## config.mk

```make
export PLATFORM = sky130hd
export DESIGN_NAME = pressure_sensor_spi_slave_emulator
export DESIGN_NICKNAME = d
export VERILOG_FILES = /design/src/design/psse_pkg.sv /design/src/design/psse_coeff_regs.sv /design/src/design/psse_cmd_fsm.sv /design/src/design/pressure_sensor_spi_slave_emulator.sv
export SDC_FILE = /design/constraint.sdc
export NUM_CORES = 1
export LEC_CHECK = 0
export BUFFER_PORTS_ARGS = -buffer_cell sky130_fd_sc_hd__buf_2
export CORE_MARGIN = 2
export CORE_UTILIZATION = 60
export DETAILED_ROUTE_END_ITERATION = 8
export PLACE_DENSITY = 0.8
export SYNTH_ARGS = -nofsm -noshare
export SYNTH_HDL_FRONTEND = slang
export SYNTH_HIERARCHICAL = 1
export SYNTH_SLANG_ARGS = --single-unit
```

## constraint.sdc

```tcl
create_clock -name clk -period 5 [get_ports clk]
set_input_delay 0 -clock clk [delete_from_list [all_inputs] [get_ports clk]]
set_output_delay 0 -clock clk [all_outputs]
set_load 0.05 [all_outputs]
```

## src/design/psse_pkg.sv

```systemverilog
// shared types and constants for the pressure sensor spi slave emulator
`timescale 1ns / 1ps

package psse_pkg;

  localparam int NUM_COEFF = 6;
  localparam int COEFF_W   = 16;
  localparam int CFG_IDX_W = 3;

  typedef logic [COEFF_W-1:0]   coeff_t;
  typedef logic [CFG_IDX_W-1:0] cfg_idx_t;
  typedef logic [3:0]           phase_t;
  typedef logic [2:0]           word_idx_t;
  typedef logic [1:0]           pend_t;

  // one input beat
  typedef struct packed {
    logic        op;
    logic [7:0]  spi_in;
    logic [23:0] conv_value;
  } item_t;

  // one result beat
  typedef struct packed {
    logic [7:0] spi_out;
    pend_t      conv_pending;
  } result_t;

  localparam coeff_t COEFF_RESET [NUM_COEFF] = '{
    16'd40127, 16'd36924, 16'd23317, 16'd23282, 16'd33464, 16'd28312
  };

  // prom words that are not configurable
  localparam word_idx_t PROM_IDX_FIRST = 3'd0;
  localparam word_idx_t PROM_IDX_LAST  = 3'd7;
  localparam coeff_t    PROM_WORD_FIRST = 16'hABCD;
  localparam coeff_t    PROM_WORD_LAST  = 16'h1234;

  // input op codes
  localparam logic OP_SPI_BYTE  = 1'b0;
  localparam logic OP_CONV_DATA = 1'b1;

  // command decode
  localparam logic [3:0] CMD_PROM_NIB = 4'hA;
  localparam logic [3:0] CMD_D1_NIB   = 4'h4;
  localparam logic [3:0] CMD_D2_NIB   = 4'h5;
  localparam logic [7:0] CMD_RESET    = 8'h1E;
  localparam logic [7:0] CMD_ADC_READ = 8'h00;

  localparam logic [7:0] ADC_MARKER = 8'hFE;

  // phase codes
  localparam phase_t PH_IDLE      = 4'd0;
  localparam phase_t PH_PROM_MSB  = 4'd1;
  localparam phase_t PH_PROM_LSB  = 4'd2;
  localparam phase_t PH_RESETTING = 4'd3;
  localparam phase_t PH_ADC_MARK  = 4'd4;
  localparam phase_t PH_ADC_B0    = 4'd5;
  localparam phase_t PH_ADC_B1    = 4'd6;
  localparam phase_t PH_ADC_B2    = 4'd7;
  localparam phase_t PH_CONV_D1   = 4'd8;
  localparam phase_t PH_CONV_D2   = 4'd9;

  // pending conversion codes
  localparam pend_t PEND_NONE = 2'd0;
  localparam pend_t PEND_D1   = 2'd1;
  localparam pend_t PEND_D2   = 2'd2;

endpackage

```

## src/design/psse_coeff_regs.sv

```systemverilog
// calibration word registers and prom word lookup
`timescale 1ns / 1ps

module psse_coeff_regs (
  input  logic                clk,
  input  logic                rst_n,
  input  logic                cfg_we,
  input  psse_pkg::cfg_idx_t  cfg_idx,
  input  psse_pkg::coeff_t    cfg_wdata,
  input  psse_pkg::word_idx_t word_idx,
  output psse_pkg::coeff_t    prom_word
);

  psse_pkg::coeff_t coeff_r   [psse_pkg::NUM_COEFF];
  psse_pkg::coeff_t coeff_nxt [psse_pkg::NUM_COEFF];

  // writes beyond the register list fall through untouched
  always_comb begin
    for (int i = 0; i < psse_pkg::NUM_COEFF; i++) begin
      coeff_nxt[i] = coeff_r[i];
      if (cfg_we && (cfg_idx == psse_pkg::CFG_IDX_W'(i))) begin
        coeff_nxt[i] = cfg_wdata;
      end
    end
  end

  always_ff @(posedge clk) begin
    for (int i = 0; i < psse_pkg::NUM_COEFF; i++) begin
      if (!rst_n) begin
        coeff_r[i] <= psse_pkg::COEFF_RESET[i];
      end else begin
        coeff_r[i] <= coeff_nxt[i];
      end
    end
  end

  always_comb begin
    if (word_idx == psse_pkg::PROM_IDX_FIRST) begin
      prom_word = psse_pkg::PROM_WORD_FIRST;
    end else if (word_idx == psse_pkg::PROM_IDX_LAST) begin
      prom_word = psse_pkg::PROM_WORD_LAST;
    end else begin
      prom_word = coeff_r[3'(word_idx - 3'd1)];
    end
  end

endmodule

```

## src/design/psse_cmd_fsm.sv

```systemverilog
// command state machine, conversion store and response byte select
`timescale 1ns / 1ps

module psse_cmd_fsm (
  input  logic                 clk,
  input  logic                 rst_n,
  input  logic                 step,
  input  psse_pkg::item_t      item,
  input  psse_pkg::coeff_t     prom_word,
  output psse_pkg::word_idx_t  word_idx_nxt,
  output psse_pkg::result_t    result
);

  psse_pkg::phase_t    phase_r, phase_nxt;
  psse_pkg::word_idx_t word_idx_r;
  logic [23:0]         conv_bytes_r, conv_bytes_nxt;

  always_comb begin
    phase_nxt      = phase_r;
    word_idx_nxt   = word_idx_r;
    conv_bytes_nxt = conv_bytes_r;
    if (item.op == psse_pkg::OP_CONV_DATA) begin
      // data with no conversion pending is dropped
      if (phase_r == psse_pkg::PH_CONV_D1 || phase_r == psse_pkg::PH_CONV_D2) begin
        conv_bytes_nxt = item.conv_value;
        phase_nxt      = psse_pkg::PH_IDLE;
      end
    end else begin
      unique case (phase_r)
        psse_pkg::PH_IDLE: begin
          priority if (item.spi_in[7:4] == psse_pkg::CMD_PROM_NIB) begin
            word_idx_nxt = item.spi_in[3:1];
            phase_nxt    = psse_pkg::PH_PROM_MSB;
          end else if (item.spi_in[7:4] == psse_pkg::CMD_D1_NIB) begin
            phase_nxt = psse_pkg::PH_CONV_D1;
          end else if (item.spi_in[7:4] == psse_pkg::CMD_D2_NIB) begin
            phase_nxt = psse_pkg::PH_CONV_D2;
          end else if (item.spi_in == psse_pkg::CMD_RESET) begin
            phase_nxt = psse_pkg::PH_RESETTING;
          end else if (item.spi_in == psse_pkg::CMD_ADC_READ) begin
            phase_nxt = psse_pkg::PH_ADC_MARK;
          end else begin
            phase_nxt = psse_pkg::PH_IDLE;
          end
        end
        psse_pkg::PH_PROM_MSB:  phase_nxt = psse_pkg::PH_PROM_LSB;
        psse_pkg::PH_PROM_LSB:  phase_nxt = psse_pkg::PH_IDLE;
        psse_pkg::PH_RESETTING: phase_nxt = psse_pkg::PH_IDLE;
        psse_pkg::PH_ADC_MARK:  phase_nxt = psse_pkg::PH_ADC_B0;
        psse_pkg::PH_ADC_B0:    phase_nxt = psse_pkg::PH_ADC_B1;
        psse_pkg::PH_ADC_B1:    phase_nxt = psse_pkg::PH_ADC_B2;
        psse_pkg::PH_ADC_B2:    phase_nxt = psse_pkg::PH_IDLE;
        // pending conversion swallows spi bytes
        default:                phase_nxt = phase_r;
      endcase
    end
  end

  // response follows the phase the beat leaves behind
  always_comb begin
    unique case (phase_nxt)
      psse_pkg::PH_PROM_MSB: result.spi_out = prom_word[15:8];
      psse_pkg::PH_PROM_LSB: result.spi_out = prom_word[7:0];
      psse_pkg::PH_ADC_MARK: result.spi_out = psse_pkg::ADC_MARKER;
      psse_pkg::PH_ADC_B0:   result.spi_out = conv_bytes_nxt[23:16];
      psse_pkg::PH_ADC_B1:   result.spi_out = conv_bytes_nxt[15:8];
      psse_pkg::PH_ADC_B2:   result.spi_out = conv_bytes_nxt[7:0];
      default:               result.spi_out = 8'd0;
    endcase
    if (phase_nxt == psse_pkg::PH_CONV_D1) begin
      result.conv_pending = psse_pkg::PEND_D1;
    end else if (phase_nxt == psse_pkg::PH_CONV_D2) begin
      result.conv_pending = psse_pkg::PEND_D2;
    end else begin
      result.conv_pending = psse_pkg::PEND_NONE;
    end
  end

  always_ff @(posedge clk) begin
    if (!rst_n) begin
      phase_r      <= psse_pkg::PH_IDLE;
      word_idx_r   <= '0;
      conv_bytes_r <= '0;
    end else if (step) begin
      phase_r      <= phase_nxt;
      word_idx_r   <= word_idx_nxt;
      conv_bytes_r <= conv_bytes_nxt;
    end
  end

endmodule

```

## src/design/pressure_sensor_spi_slave_emulator.sv

```systemverilog
// top level: input register, command logic and result register
`timescale 1ns / 1ps

// Emulates the slave side of a barometric sensor's spi command protocol. Each
// input beat is either a received spi byte or a conversion result; each beat
// yields exactly one result beat carrying the byte to load for the next spi
// transfer and the pending conversion code. An accepted beat sits in an input
// register, passes the command decode and response mux, and lands in the
// result register once the result side is free, so one beat per cycle is
// sustained as long as the result side does not stall. The user must write the
// six calibration words through the cfg port only while no beat is in flight;
// the block does not enforce this. Prom indices 0 and 7 return fixed words.
module pressure_sensor_spi_slave_emulator (
  input  logic        clk,
  input  logic        rst_n,
  input  logic        in_valid,
  output logic        in_stall,
  input  logic        in_op,
  input  logic [7:0]  in_spi_in,
  input  logic [23:0] in_conv_value,
  output logic        out_valid,
  input  logic        out_stall,
  output logic [7:0]  out_spi_out,
  output logic [1:0]  out_conv_pending,
  input  logic        cfg_we,
  input  logic [2:0]  cfg_idx,
  input  logic [15:0] cfg_wdata
);

  logic                in_valid_r, in_valid_nxt;
  psse_pkg::item_t     in_item_r;
  logic                out_valid_r, out_valid_nxt;
  psse_pkg::result_t   out_res_r;
  psse_pkg::result_t   fsm_res;
  psse_pkg::word_idx_t word_idx_nxt;
  psse_pkg::coeff_t    prom_word;
  logic                out_free;
  logic                step;
  logic                in_take;

  assign out_free = !out_valid_r || !out_stall;
  assign step     = in_valid_r && out_free;
  assign in_stall = in_valid_r && !out_free;
  assign in_take  = in_valid && !in_stall;

  assign in_valid_nxt  = in_take || (in_valid_r && !step);
  assign out_valid_nxt = step || (out_valid_r && out_stall);

  always_ff @(posedge clk) begin
    if (!rst_n) begin
      in_valid_r  <= 1'b0;
      out_valid_r <= 1'b0;
    end else begin
      in_valid_r  <= in_valid_nxt;
      out_valid_r <= out_valid_nxt;
    end
  end

  always_ff @(posedge clk) begin
    if (in_take) begin
      in_item_r.op         <= in_op;
      in_item_r.spi_in     <= in_spi_in;
      in_item_r.conv_value <= in_conv_value;
    end
    if (step) begin
      out_res_r <= fsm_res;
    end
  end

  psse_coeff_regs u_coeff (
    .clk       (clk),
    .rst_n     (rst_n),
    .cfg_we    (cfg_we),
    .cfg_idx   (cfg_idx),
    .cfg_wdata (cfg_wdata),
    .word_idx  (word_idx_nxt),
    .prom_word (prom_word)
  );

  psse_cmd_fsm u_fsm (
    .clk          (clk),
    .rst_n        (rst_n),
    .step         (step),
    .item         (in_item_r),
    .prom_word    (prom_word),
    .word_idx_nxt (word_idx_nxt),
    .result       (fsm_res)
  );

  assign out_valid        = out_valid_r;
  assign out_spi_out      = out_res_r.spi_out;
  assign out_conv_pending = out_res_r.conv_pending;

  // a pending conversion always answers zero
  a_pending_zero: assert property (@(posedge clk) disable iff (!rst_n)
    out_valid_r && (out_res_r.conv_pending != psse_pkg::PEND_NONE) |->
      out_res_r.spi_out == 8'd0)
    else $error("nonzero spi byte while conversion pending");

  a_pending_code: assert property (@(posedge clk) disable iff (!rst_n)
    out_valid_r |-> out_res_r.conv_pending != 2'd3)
    else $error("illegal pending code");

  // every beat that leaves the input register shows up as a result
  a_step_result: assert property (@(posedge clk) disable iff (!rst_n)
    step |=> out_valid_r)
    else $error("processed beat produced no result");

  // a held input beat is not dropped
  a_in_held: assert property (@(posedge clk) disable iff (!rst_n)
    in_valid_r && !step |=> in_valid_r)
    else $error("input beat lost");

endmodule

```

# After elaboration in Yosys (flattened, before gate mapping)
# Memory sizes are Yosys's and may differ from the RTL's.
# Index checks and enable logic that the tools add are counted.
# word_totals
regBits,76
latch_bits,0
ramBits,96
romBits,0
in_bits,57
output_inout_bits,12
wordCells,113
memories,1
# mem_list
name,words,width,read_ports,rd_ports_with_merged_regs,write_ports,line_no,source
u_coeff.coeff_r,6,16,1,0,6,psse_coeff_regs.sv:14,psse_pkg::coeff_t coeff_r [psse_pkg::NUM_COEFF];
# op_classes
n_addsub,1
n_mul,0
div_mod_pow,0
n_lt_le_gt_ge,0
n_eq_ne,33
shifts,0
n_mux,31
n_bitwise,6
n_reduce_logical,31
# op_table
operator,count
16-bit 2-to-1 mux,14
24-bit 2-to-1 mux,2
8-bit case mux with 6 select lines,1
"4-bit by 3-bit equality test with 1-bit output, second input constant",10
4-bit 2-to-1 mux,6
4-bit case mux with 6 select lines,1
"4-bit equality test, second input constant",5
"4-bit by 2-bit equality test with 1-bit output, second input constant",3
3-bit 2-to-1 mux,4
2-bit AND reduction,6
1-bit logical AND,11
"3-bit equality test, second input constant",3
"4-bit by 1-bit equality test with 1-bit output, second input constant",2
"8-bit by 5-bit equality test with 1-bit output, second input constant",1
8-bit logical NOT,1
"3-bit by 2-bit equality test with 1-bit output, second input constant",2
3-bit logical NOT,2
"1-bit inequality test, second input constant",6
1-bit bitwise OR,6
1-bit logical NOT,5
4-bit logical NOT,1
1-bit logical OR,4
"3-bit by 1-bit equality test with 1-bit output, second input constant",1
3-bit OR reduction,1
other kinds (3),4

# Longest topological paths before layout
# Gate-level depths: netlist of run 1.
# depth
depth_word,10
ltp_mapped,17
mapped_depth_nobuf,13

# Cells and area by module
# Netlist of run 1, hierarchy kept.
# modules_own_cells
mod,instances,cells_each,area_per_inst_um2,seq_area_each_um2
psse_coeff_regs,1,334,4580.6,2882.8
psse_cmd_fsm,1,250,1896.8,620.6
pressure_sensor_spi_slave_emulator,1,51,1375.1,1331.3

# Worst setup path before layout of run 1
# OpenSTA, ideal clock, no wires.
# synth_timing
kind,register to register
start,reg in_item_r[32] in the netlist's numbering
end,reg out_res_r (netlist bit out_spi_out[4]) (data pin)
setup_time_ns,0.266
t_arrival_ns,3.619
t_required_ns,4.734
setup_slack_ns,1.115
path_stages_with_launch,16
n_path_buf,3
synth_period_minus_slack_ns,3.885
cell_sequence,edfxtp_1 nor2_2 nand2_2 or2_2 mux2_2 inv_1 clkbuf_1 ha_1 buf_2 buf_2 mux2_2 a221oi_2 a21oi_1 and3_1 o21ai_0 a31oi_1
# synth_rtl
item,line_no,source
from (decl),pressure_sensor_spi_slave_emulator.sv:31,psse_pkg::item_t in_item_r;
to (signal assigned),pressure_sensor_spi_slave_emulator.sv:66,out_res_r <= fsm_res;
to (decl),pressure_sensor_spi_slave_emulator.sv:33,psse_pkg::result_t out_res_r;

==> metrics.txt, run 1 <==
DP Wirelength=12.3 mm; syn avg cell area=12.4 µm²; Synth area leader=edfxtp_1; EDFF count, synth=139; fin crit share=87.4%; grt total ovfl=0; vias=5644; Final GP Congestion=0.924; Routed WL per cell=20.3 µm; register area=0.00483 mm²; register area share after synthesis=61.6%; initial antenna violation count=0; Mapped Area=0.00785 mm²; min-delay src=cfg_idx[2]; Die H=118 µm; placed cells=853; Initial Util=61.7%; CP Class=reg2reg; Mapped Nets=695; Tot GR Track Use=28.2%; Most Crowded Layer GR=met2; setup TNS=0 ps; Least-Margin Pin Slew=1240 ps; met2 Use GR=46.8%; register-to-register path setup slack=630 ps; top area cells in the synthesized netlist=edfxtp_1 (53%), dfxtp_1 (8.4%), nand2_1 (4.4%); WL final=19.0 mm; met3 usage=5.55%; crit start category=flip-flop; Final Critical Period=4370 ps; YS warnings=6; Finished Core Util=74.4%; final hold violation count=0; dpl cell area=0.00838 mm²; Antenna diodes=0; htree depth=4; first-pass GRT wire length=30.0 mm; #FFs+latches synth=172; Core Region=0.0127 mm²; later-pin clock latency in the skew report=430 ps; Slew Limit Headroom=16.8%; Die W=118 µm; Num CTS Buffers=17; CP Launch Point=in_item_r[32]$_DFFE_PP_; Fmax=229 MHz; Post-synth top flop=edfxtp_1; Buffers on Ports=68; critical path capture point type=flip-flop; Reg2Reg Depth=13; 1st-iter DRT viols=571; share of cells above drive strength 1=22.1%; met1 Track Usage GR=36.7%; fin nets=813; number of placed I/O pins=69; max-slew violations=0; most common cell in the netlist=edfxtp_1; Sinks on Clock Net=172; Hold Path Stages=3; number of setup violations in the final report=0; Critical R2R Launch=in_item_r[32]$_DFFE_PP_; first-pass iteration count of the detailed router=5; drt drc=0; crit path DAT=4510 ps; worst hold path class=in2reg; Peak VDD IR=266 µV; worst reg2reg path endpoint=out_spi_out[5]$_DFFE_PP_; buffer depth of the longest clock path=2; Final ANT Viol Nets=0; Hold Crit Endpoint=u_coeff/coeff_r[0][15]$_SDFFCE_PN1P_; area delta synth->final=20.6%; Netlist cell types=70; clock slew at reported path FFs=70 ps; Pleak=3.25 nW; clock skew=9.94 ps; PwrDens=338 mW/mm²; async set-reset flop share out of synthesis=0%; Synth top area share=53.2%; Root Driver=clkbuf_16; largest net degree at the start of global routing=34; Synth Instances=635; Post-CTS Setup Repair Bufs=0; DIE AREA=0.0140 mm²; CTS tree=built; vias in the first global route=5703; vias per cell=6.02; MaxCap Viol Count=0; Commonest cells post-synth=edfxtp_1 (139), nand2_1 (92), a21oi_1 (51), and2_1 (50), dfxtp_1 (33); Non-Filler Instances=937; status=completed; final hold slack=176 ps; area of the multi-input gates=0.00290 mm²; fillers=830; row count=41; RSZ-0062 raised after global routing=no; final instance area=0.00947 mm²; CP required=5140 ps; Worst Path Max Fanout=14
==> how the worst max path moves through the flow <==
stage	to	slack (ps)	depth (start not counted)
floorplan	out_spi_out[4]$_DFFE_PP_	1120	15
global placement	out_spi_out[3]$_DFFE_PP_	830	13
detailed placement	out_spi_out[6]$_DFFE_PP_	670	13
CTS	out_spi_out[6]$_DFFE_PP_	640	13
global route	out_spi_out[4]$_DFFE_PP_	270	14
finish	out_spi_out[5]$_DFFE_PP_	630	13
==> metrics by stage <==
stage	worst slack (ps)	total power, mW
finish	628	3.20
global route	270	3.29
CTS	642	3.21
floorplan	1120	1.85
global placement	829	1.94
detailed placement	672	1.95
==> logic make-up (layout without fill, tap and decap cells) <==
kind of cell / after synthesis / in the layout / share of synthesized area [%]
compound gates: 126 / 126 / 12.0
xor+xnor: 1 / 1 / 0.207
fa+ha+maj: 3 / 3 / 0.478
buf+inv: 36 / 166 / 2.12
flops: 172 / 172 / 61.6
mux: 39 / 39 / 5.83
simple gates: 258 / 258 / 17.8
==> state kept, by name (all words and copies together) (netlist names) <==
| name | flops |
|---|---|
| out_valid | 1 |
| out_conv_pending | 2 |
| out_spi_out | 8 |
| u_fsm/conv_bytes_r | 24 |
| in_valid_r | 1 |
| u_fsm/phase_r | 4 |
| u_coeff/coeff_r | 96 |
| u_fsm/word_idx_r | 3 |
| in_item_r | 33 |
==> report_power, final <==
| part | switching (mW) | leakage (nW) | internal (mW) |
|---|---|---|---|
| logic | 0.177 | 1.35 | 0.114 |
| clock network | 0.568 | 0.276 | 0.678 |
| registers | 0.0358 | 1.63 | 1.63 |
| total | 0.780 | 3.25 | 2.42 |
==> worst max-delay path, cell delays in order (launching register included) <==
cell,delay (ps)
edfxtp_1,530
nor2_2,310
nand2_2,220
or2_2,380
mux2_2,490
inv_1,150
ha_1,730
buf_4,340
mux2i_1,240
nand2_1,80
o211ai_1,90
a21oi_1,100
a221oi_1,330
a311oi_1,90
==> layer usage <==
layer,vias to the layer above,wire [µm]
li1,2601,-
met1,2741,7920
met2,261,9400
met3,41,1220
met4,0,492
met5,-,0
==> area by class of cell <==
cell class	instances	area share (%)
inverters	4	0.159
flip-flops and latches	172	51.1
multi-input cells	427	30.6
clock inverters	12	1.08
well taps	172	2.27
repair buffers	131	9.99
clock buffers	19	4.80
==> timing repair <==
action	in CTS	in global routing
hold buffers	53	0
resized for setup	0	0
endpoints found under the hold margin	131	0
==> placed cells by master (no fill, tap or decap), drive strengths merged, types with 3 or more instances in the layout <==
cell type	netlist	layout
o211ai	15	15
nand4b	3	3
mux2i	21	21
clkinv	0	3
edfxtp	139	139
clkbuf	19	19
and2	51	51
dfxtp	33	33
a221oi	14	14
nor2b	4	4
nand2	93	93
or2	4	4
and3	3	3
o22ai	4	4
or3	31	31
nand2b	20	20
o21ai	14	14
mux2	14	14
nor3	5	5
ha	3	3
nor2	25	25
buf	13	78
dlygate4sd3	0	53
nor4	5	5
a211oi	5	5
nand3	7	7
mux4	4	4
inv	4	12
a21oi	52	52
No activity file was read; power rests on OpenSTA's default activity.
==> run 2: changes to the inputs <==
--- a/config.mk
+++ b/config.mk
@@ -9,7 +9,7 @@
 export CORE_MARGIN = 2
 export CORE_UTILIZATION = 60
 export DETAILED_ROUTE_END_ITERATION = 8
-export PLACE_DENSITY = 0.8
+export PLACE_DENSITY = 0.89
 export SYNTH_ARGS = -nofsm -noshare
 export SYNTH_HDL_FRONTEND = slang
 export SYNTH_HIERARCHICAL = 1
==> constraint.sdc (replaced) <==
create_clock -name clk -period 5 [get_ports clk]
set_input_delay 1 -clock clk [delete_from_list [all_inputs] [get_ports clk]]
set_output_delay 1 -clock clk [all_outputs]
set_load 0.05 [all_outputs]
==> run 2 against run 1 <==
Against the previous run:
- die area stayed put
- register-to-register slack better by 40 ps
- fmax is 0.86% higher
- combinational power is 10% lower
- sequential cell count stayed put
- power is 1.0% lower
- critical path type unchanged
==> metrics.txt, run 2 (synthesis results as in run 1) <==
status=completed; crit-path cells=nor2_2 -> nand2_2 -> or2_2 -> mux2_2 -> inv_1 -> ha_1 -> xnor2_2 -> buf_4 -> nor2_1 -> buf_4 -> a221oi_2 -> a21oi_1 -> a221oi_1 -> a311oi_1; worst hold path class=reg2reg; register-to-register path setup slack=660 ps; Initial Util=61.7%; critical path capture point type=flip-flop; htree depth=4; Reg2Reg Depth=14; MaxCap Viol Count=0; Die H=118 µm; first-pass GRT wire length=29.4 mm; area delta synth->final=13.9%; worst reg2reg path endpoint=out_spi_out[5]$_DFFE_PP_; row count=41; largest incremental delay on the critical path=520 ps; final instance area=0.00894 mm²; DP Wirelength=12.2 mm; RSZ-0062 raised after global routing=no; share of cells above drive strength 1=23.7%; Final Critical Period=4340 ps; Critical R2R Launch=in_item_r[32]$_DFFE_PP_; Least-Margin Pin Slew=1180 ps; vias in the first global route=5540; vias=5514; Core Region=0.0127 mm²; Tot GR Track Use=27.4%; Hold Path Stages=2; max reg flops=96; setup TNS=0 ps; Pleak=3.03 nW; CTS tree=built; Post-CTS Setup Repair Bufs=0; grt total ovfl=0; initial antenna violation count=0; crit path DAT=4580 ps; WL final=18.3 mm; final hold slack=462 ps; final hold violation count=0; Final GP Congestion=0.923; fin nets=760; Peak VDD IR=247 µV; max-slew violations=0; fin crit share=86.7%; Final Total Pwr=3.17 mW; Antenna diodes=0; Biggest register=u_coeff/coeff_r; most frequent cells in the layout=edfxtp_1 (139), nand2_1 (92), buf_2 (68); top flop regs=u_coeff/coeff_r: 96 flops, in_item_r: 33 flops, u_fsm/conv_bytes_r: 24 flops; Num CTS Buffers=17; dpl cell area=0.00838 mm²; Routed WL per cell=20.7 µm; largest net degree at the start of global routing=34; 1st-iter DRT viols=614; Non-Filler Instances=885; number of setup violations in the final report=0; Final ANT Viol Nets=0; most frequent CP cell=buf_4; first-pass iteration count of the detailed router=5; Slew Limit Headroom=20.8%; Worst Path Max Fanout=14; hold_buf cts=0; commonest non-fill, non-tap cell in the layout=edfxtp_1; crit start category=flip-flop; buffer depth of the longest clock path=2; fillers=887; drt drc=0; clock slew at reported path FFs=60 ps; register area=0.00483 mm²; min-delay src=u_fsm/conv_bytes_r[15]$_SDFFE_PN0P_; Post-CTS Resized=0; number of placed I/O pins=69; Hold Crit Endpoint=u_fsm/conv_bytes_r[15]$_SDFFE_PN0P_; Die W=118 µm; Sinks on Clock Net=172; Buffers on Ports=68; clock skew=5.67 ps; PwrDens=354 mW/mm²; placed cells=853; Root Driver=clkbuf_16; vias per cell=6.23; later-pin clock latency in the skew report=430 ps; CP required=5240 ps; CP Class=reg2reg; DIE AREA=0.0140 mm²; Fmax=231 MHz; Crit-path slowest cell=edfxtp_1; area of the multi-input gates=0.00290 mm²
run 2: changes by cell type in the layout (fill, tap and decap cells not counted), sizes merged:
cell / previous run / this run
clkbuf: 19 / 22
clkinv: 3 / 2
dlygate4sd3: 53 / 0
inv: 12 / 11
run 2: layout make-up:
class / count / share of cell area, %
clock buffers: 22 / 5.43
clock inverters: 10 / 0.840
inverters: 4 / 0.168
multi-input cells: 427 / 32.4
flip-flops and latches: 172 / 54.1
well taps: 172 / 2.41
repair buffers: 78 / 4.65
run 2: where the power goes:
part | leakage (nW) | switching, mW | total [mW] | internal, mW
combinational | 1.12 | 0.175 | 0.261 | 0.0868
sequential | 1.63 | 0.0324 | 1.66 | 1.63
clock | 0.278 | 0.547 | 1.25 | 0.699
run 2: per-layer routing:
layer	wire length [µm]	part of all wire, %	global-route usage (%)	up-vias
met4	578	3.2	11.2	0
met1	7030	38	36.0	2634
met5	0	0	0	-
met3	1590	8.7	5.98	60
met2	9140	50	44.4	311
li1	-	-	-	2509
run 2: through the flow:
step	util, %	setup slack (ps)
after global routing	70.3	392
after CTS	70.3	709
after floorplan	-	1120
final	70.3	665
after detailed placement	65.9	722
after global placement	65.9	927
run 2: worst max path at each step:
stage,startpoint,to
after detailed placement,in_item_r[32]$_DFFE_PP_,out_spi_out[5]$_DFFE_PP_
after floorplan,in_item_r[32]$_DFFE_PP_,out_spi_out[4]$_DFFE_PP_
after global placement,in_item_r[32]$_DFFE_PP_,out_spi_out[5]$_DFFE_PP_
final,in_item_r[32]$_DFFE_PP_,out_spi_out[5]$_DFFE_PP_
after CTS,in_item_r[32]$_DFFE_PP_,out_spi_out[5]$_DFFE_PP_
after global routing,in_item_r[32]$_DFFE_PP_,out_spi_out[3]$_DFFE_PP_
run 2: critical path: cells and delay by family, from the launching register on:
| family | cells | cell delay (ps) |
|---|---|---|
| AO/OA/AOI/OAI | 4 | 640 |
| XOR/XNOR | 1 | 150 |
| adder cells (fa/ha/maj) | 1 | 280 |
| buffers and inverters | 3 | 670 |
| flip-flops | 1 | 520 |
| multiplexers | 1 | 510 |
| AND/OR/NAND/NOR | 4 | 1370 |
==> run 3: changes to the inputs <==
--- a/config.mk
+++ b/config.mk
@@ -9,7 +9,7 @@
 export CORE_MARGIN = 2
 export CORE_UTILIZATION = 60
 export DETAILED_ROUTE_END_ITERATION = 8
-export PLACE_DENSITY = 0.89
+export PLACE_DENSITY = 0.76
 export SYNTH_ARGS = -nofsm -noshare
 export SYNTH_HDL_FRONTEND = slang
 export SYNTH_HIERARCHICAL = 1
==> run 3 against run 2 <==
Against the previous run:
- clock skew fell by 0.57 ps
- die area did not move
- combinational power barely moved
- fmax barely moved
- non-clock buffer count rose by 1
- final cell count rose by 0.11%
- critical path depth fell by 2
- power rose by 2.2%
- critical path type unchanged
- critical endpoint unchanged
- largest cell class unchanged
==> metrics.txt, run 3 (synthesis results as in run 1) <==
Die W=118 µm; Comb pwr share=8.0%; Top delay family on crit path=simple AND/OR/NAND/NOR gates; worst setup margin=662 ps; fin crit share=86.8%; CTS tree=built; Sinks on Clock Net=172; Root Driver=clkbuf_16; most frequent cells in the layout=edfxtp_1 (139), nand2_1 (92), buf_2 (68); Sequential Power Share=51.3%; DIE AREA=0.0140 mm²; buffer depth of the longest clock path=2; sw frac=23.1%; clock skew=5.09 ps; commonest non-fill, non-tap cell in the layout=edfxtp_1; placed cells=854; number of placed I/O pins=69; Routed WL per cell=20.4 µm; fillers=920; Slew Limit Headroom=24.8%; Non-Filler Instances=886; Final GP Congestion=0.902; clock slew at reported path FFs=60 ps; Die H=118 µm; Final Critical Period=4340 ps; max reg flops=96; CP Class=reg2reg; initial antenna violation count=0; status=completed; row count=41; number of setup violations in the final report=0; Tot GR Track Use=26.9%; share of cells above drive strength 1=23.9%; setup TNS=0 ps; vias=5324; Post-CTS Resized=0; worst hold path class=reg2reg; first-pass GRT wire length=28.7 mm; Worst Path Max Fanout=17; crit start category=flip-flop; MaxCap Viol Count=0; later-pin clock latency in the skew report=430 ps; PwrDens=361 mW/mm²; top flop regs=u_coeff/coeff_r: 96 flops, in_item_r: 33 flops, u_fsm/conv_bytes_r: 24 flops; critical path capture point type=flip-flop; Fmax=230 MHz; Num CTS Buffers=17; Buffers on Ports=68; max-slew violations=0; Initial Util=61.7%; Peak VDD IR=431 µV; Final Total Pwr=3.24 mW; area delta synth->final=14.3%; Core Region=0.0127 mm²; crit path DAT=4590 ps; WL final=18.0 mm; fin nets=761; first-pass iteration count of the detailed router=4; hold_buf cts=0; vias per cell=6.01; crit-path cells=nor2_2 -> nand2_2 -> or2_2 -> mux2_2 -> inv_1 -> ha_1 -> xnor2_2 -> and2_1 -> a221oi_2 -> a21oi_1 -> a221oi_1 -> a311oi_1; Antenna diodes=0; grt total ovfl=0; Pleak=3.05 nW; largest incremental delay on the critical path=630 ps; vias in the first global route=5321; htree depth=4; Psw=749 µW; clock group share of total power=40.7%; final hold violation count=0; Least-Margin Pin Slew=1120 ps; Int Pwr=2.49 mW; 1st-iter DRT viols=478; Post-CTS Setup Repair Bufs=0; largest net degree at the start of global routing=34; Final ANT Viol Nets=0; RSZ-0062 raised after global routing=no; Crit-path slowest cell=and2_1; Biggest register=u_coeff/coeff_r; crit path buf inv count=1; Place WS=699 ps; DP Wirelength=12.2 mm; drt drc=0; CP required=5250 ps
run 3: changes by cell type in the layout (fill, tap and decap cells not counted), sizes merged:
| cell | change |
|---|---|
| clkinv | +4 |
| bufinv | +1 |
| buf | +1 |
| clkinvlp | +1 |
| inv | -5 |
| clkbuf | -1 |
run 3: metal layers:
metal  up-vias  routed length [µm]  GRT usage (%)  part of all wire (%)
met5         -                   0              0                     0
met3        32                1110           5.55                   6.1
met1      2587                7780           37.7                    43
met4         0                 372           9.75                   2.1
li1       2503                   -              -                     -
met2       202                8790           41.9                    49
run 3: final timing paths:
check | start | endpoint | slack [ps] | cells past startpoint
min | u_fsm/conv_bytes_r[8]$_SDFFE_PN0P_ | u_fsm/conv_bytes_r[8]$_SDFFE_PN0P_ | 460 | 2
max reg2reg | in_item_r[32]$_DFFE_PP_ | out_spi_out[5]$_DFFE_PP_ | 660 | 12
max | in_item_r[32]$_DFFE_PP_ | out_spi_out[5]$_DFFE_PP_ | 660 | 12
min reg2reg | u_fsm/conv_bytes_r[8]$_SDFFE_PN0P_ | u_fsm/conv_bytes_r[8]$_SDFFE_PN0P_ | 460 | 2
run 3: power groups by stage:
stage	clock (mW)	sequential, mW	combinational (mW)
3_3_place_gp	0	1.69	0.250
2_1_floorplan	0	1.70	0.145
4_1_cts	1.33	1.66	0.257
3_5_place_dp	0	1.69	0.255
6_report	1.32	1.66	0.258
5_1_grt	1.39	1.67	0.278
run 3: area by class of cell:
class | instances | area (µm²) | area share (%)
clock buffers | 21 | 503 | 5.60
flip-flops and latches | 172 | 4830 | 53.9
inverters | 4 | 15.0 | 0.167
repair buffers | 79 | 423 | 4.71
multi-input cells | 427 | 2880 | 32.1
well taps | 172 | 215 | 2.40
clock inverters | 11 | 103 | 1.14
run 3: worst reg2reg max path: cells and delay by family (launching register included):
family                   cells  cell delay [ps]
AND/OR/NAND/NOR              4             1550
AO/OA/AOI/OAI                4              670
XOR/XNOR                     1              580
flip-flops                   1              530
adder cells (fa/ha/maj)      1              350
multiplexers                 1              250
buffers and inverters        1              250
run 3: stage by stage:
stage	hold slack [ps]	util, %	cell area (µm²)
global route	477	70.6	8980
CTS	457	70.6	8980
global placement	438	65.8	8370
detailed placement	448	65.8	8370
finish	458	70.6	8980
floorplan	432	-	7850
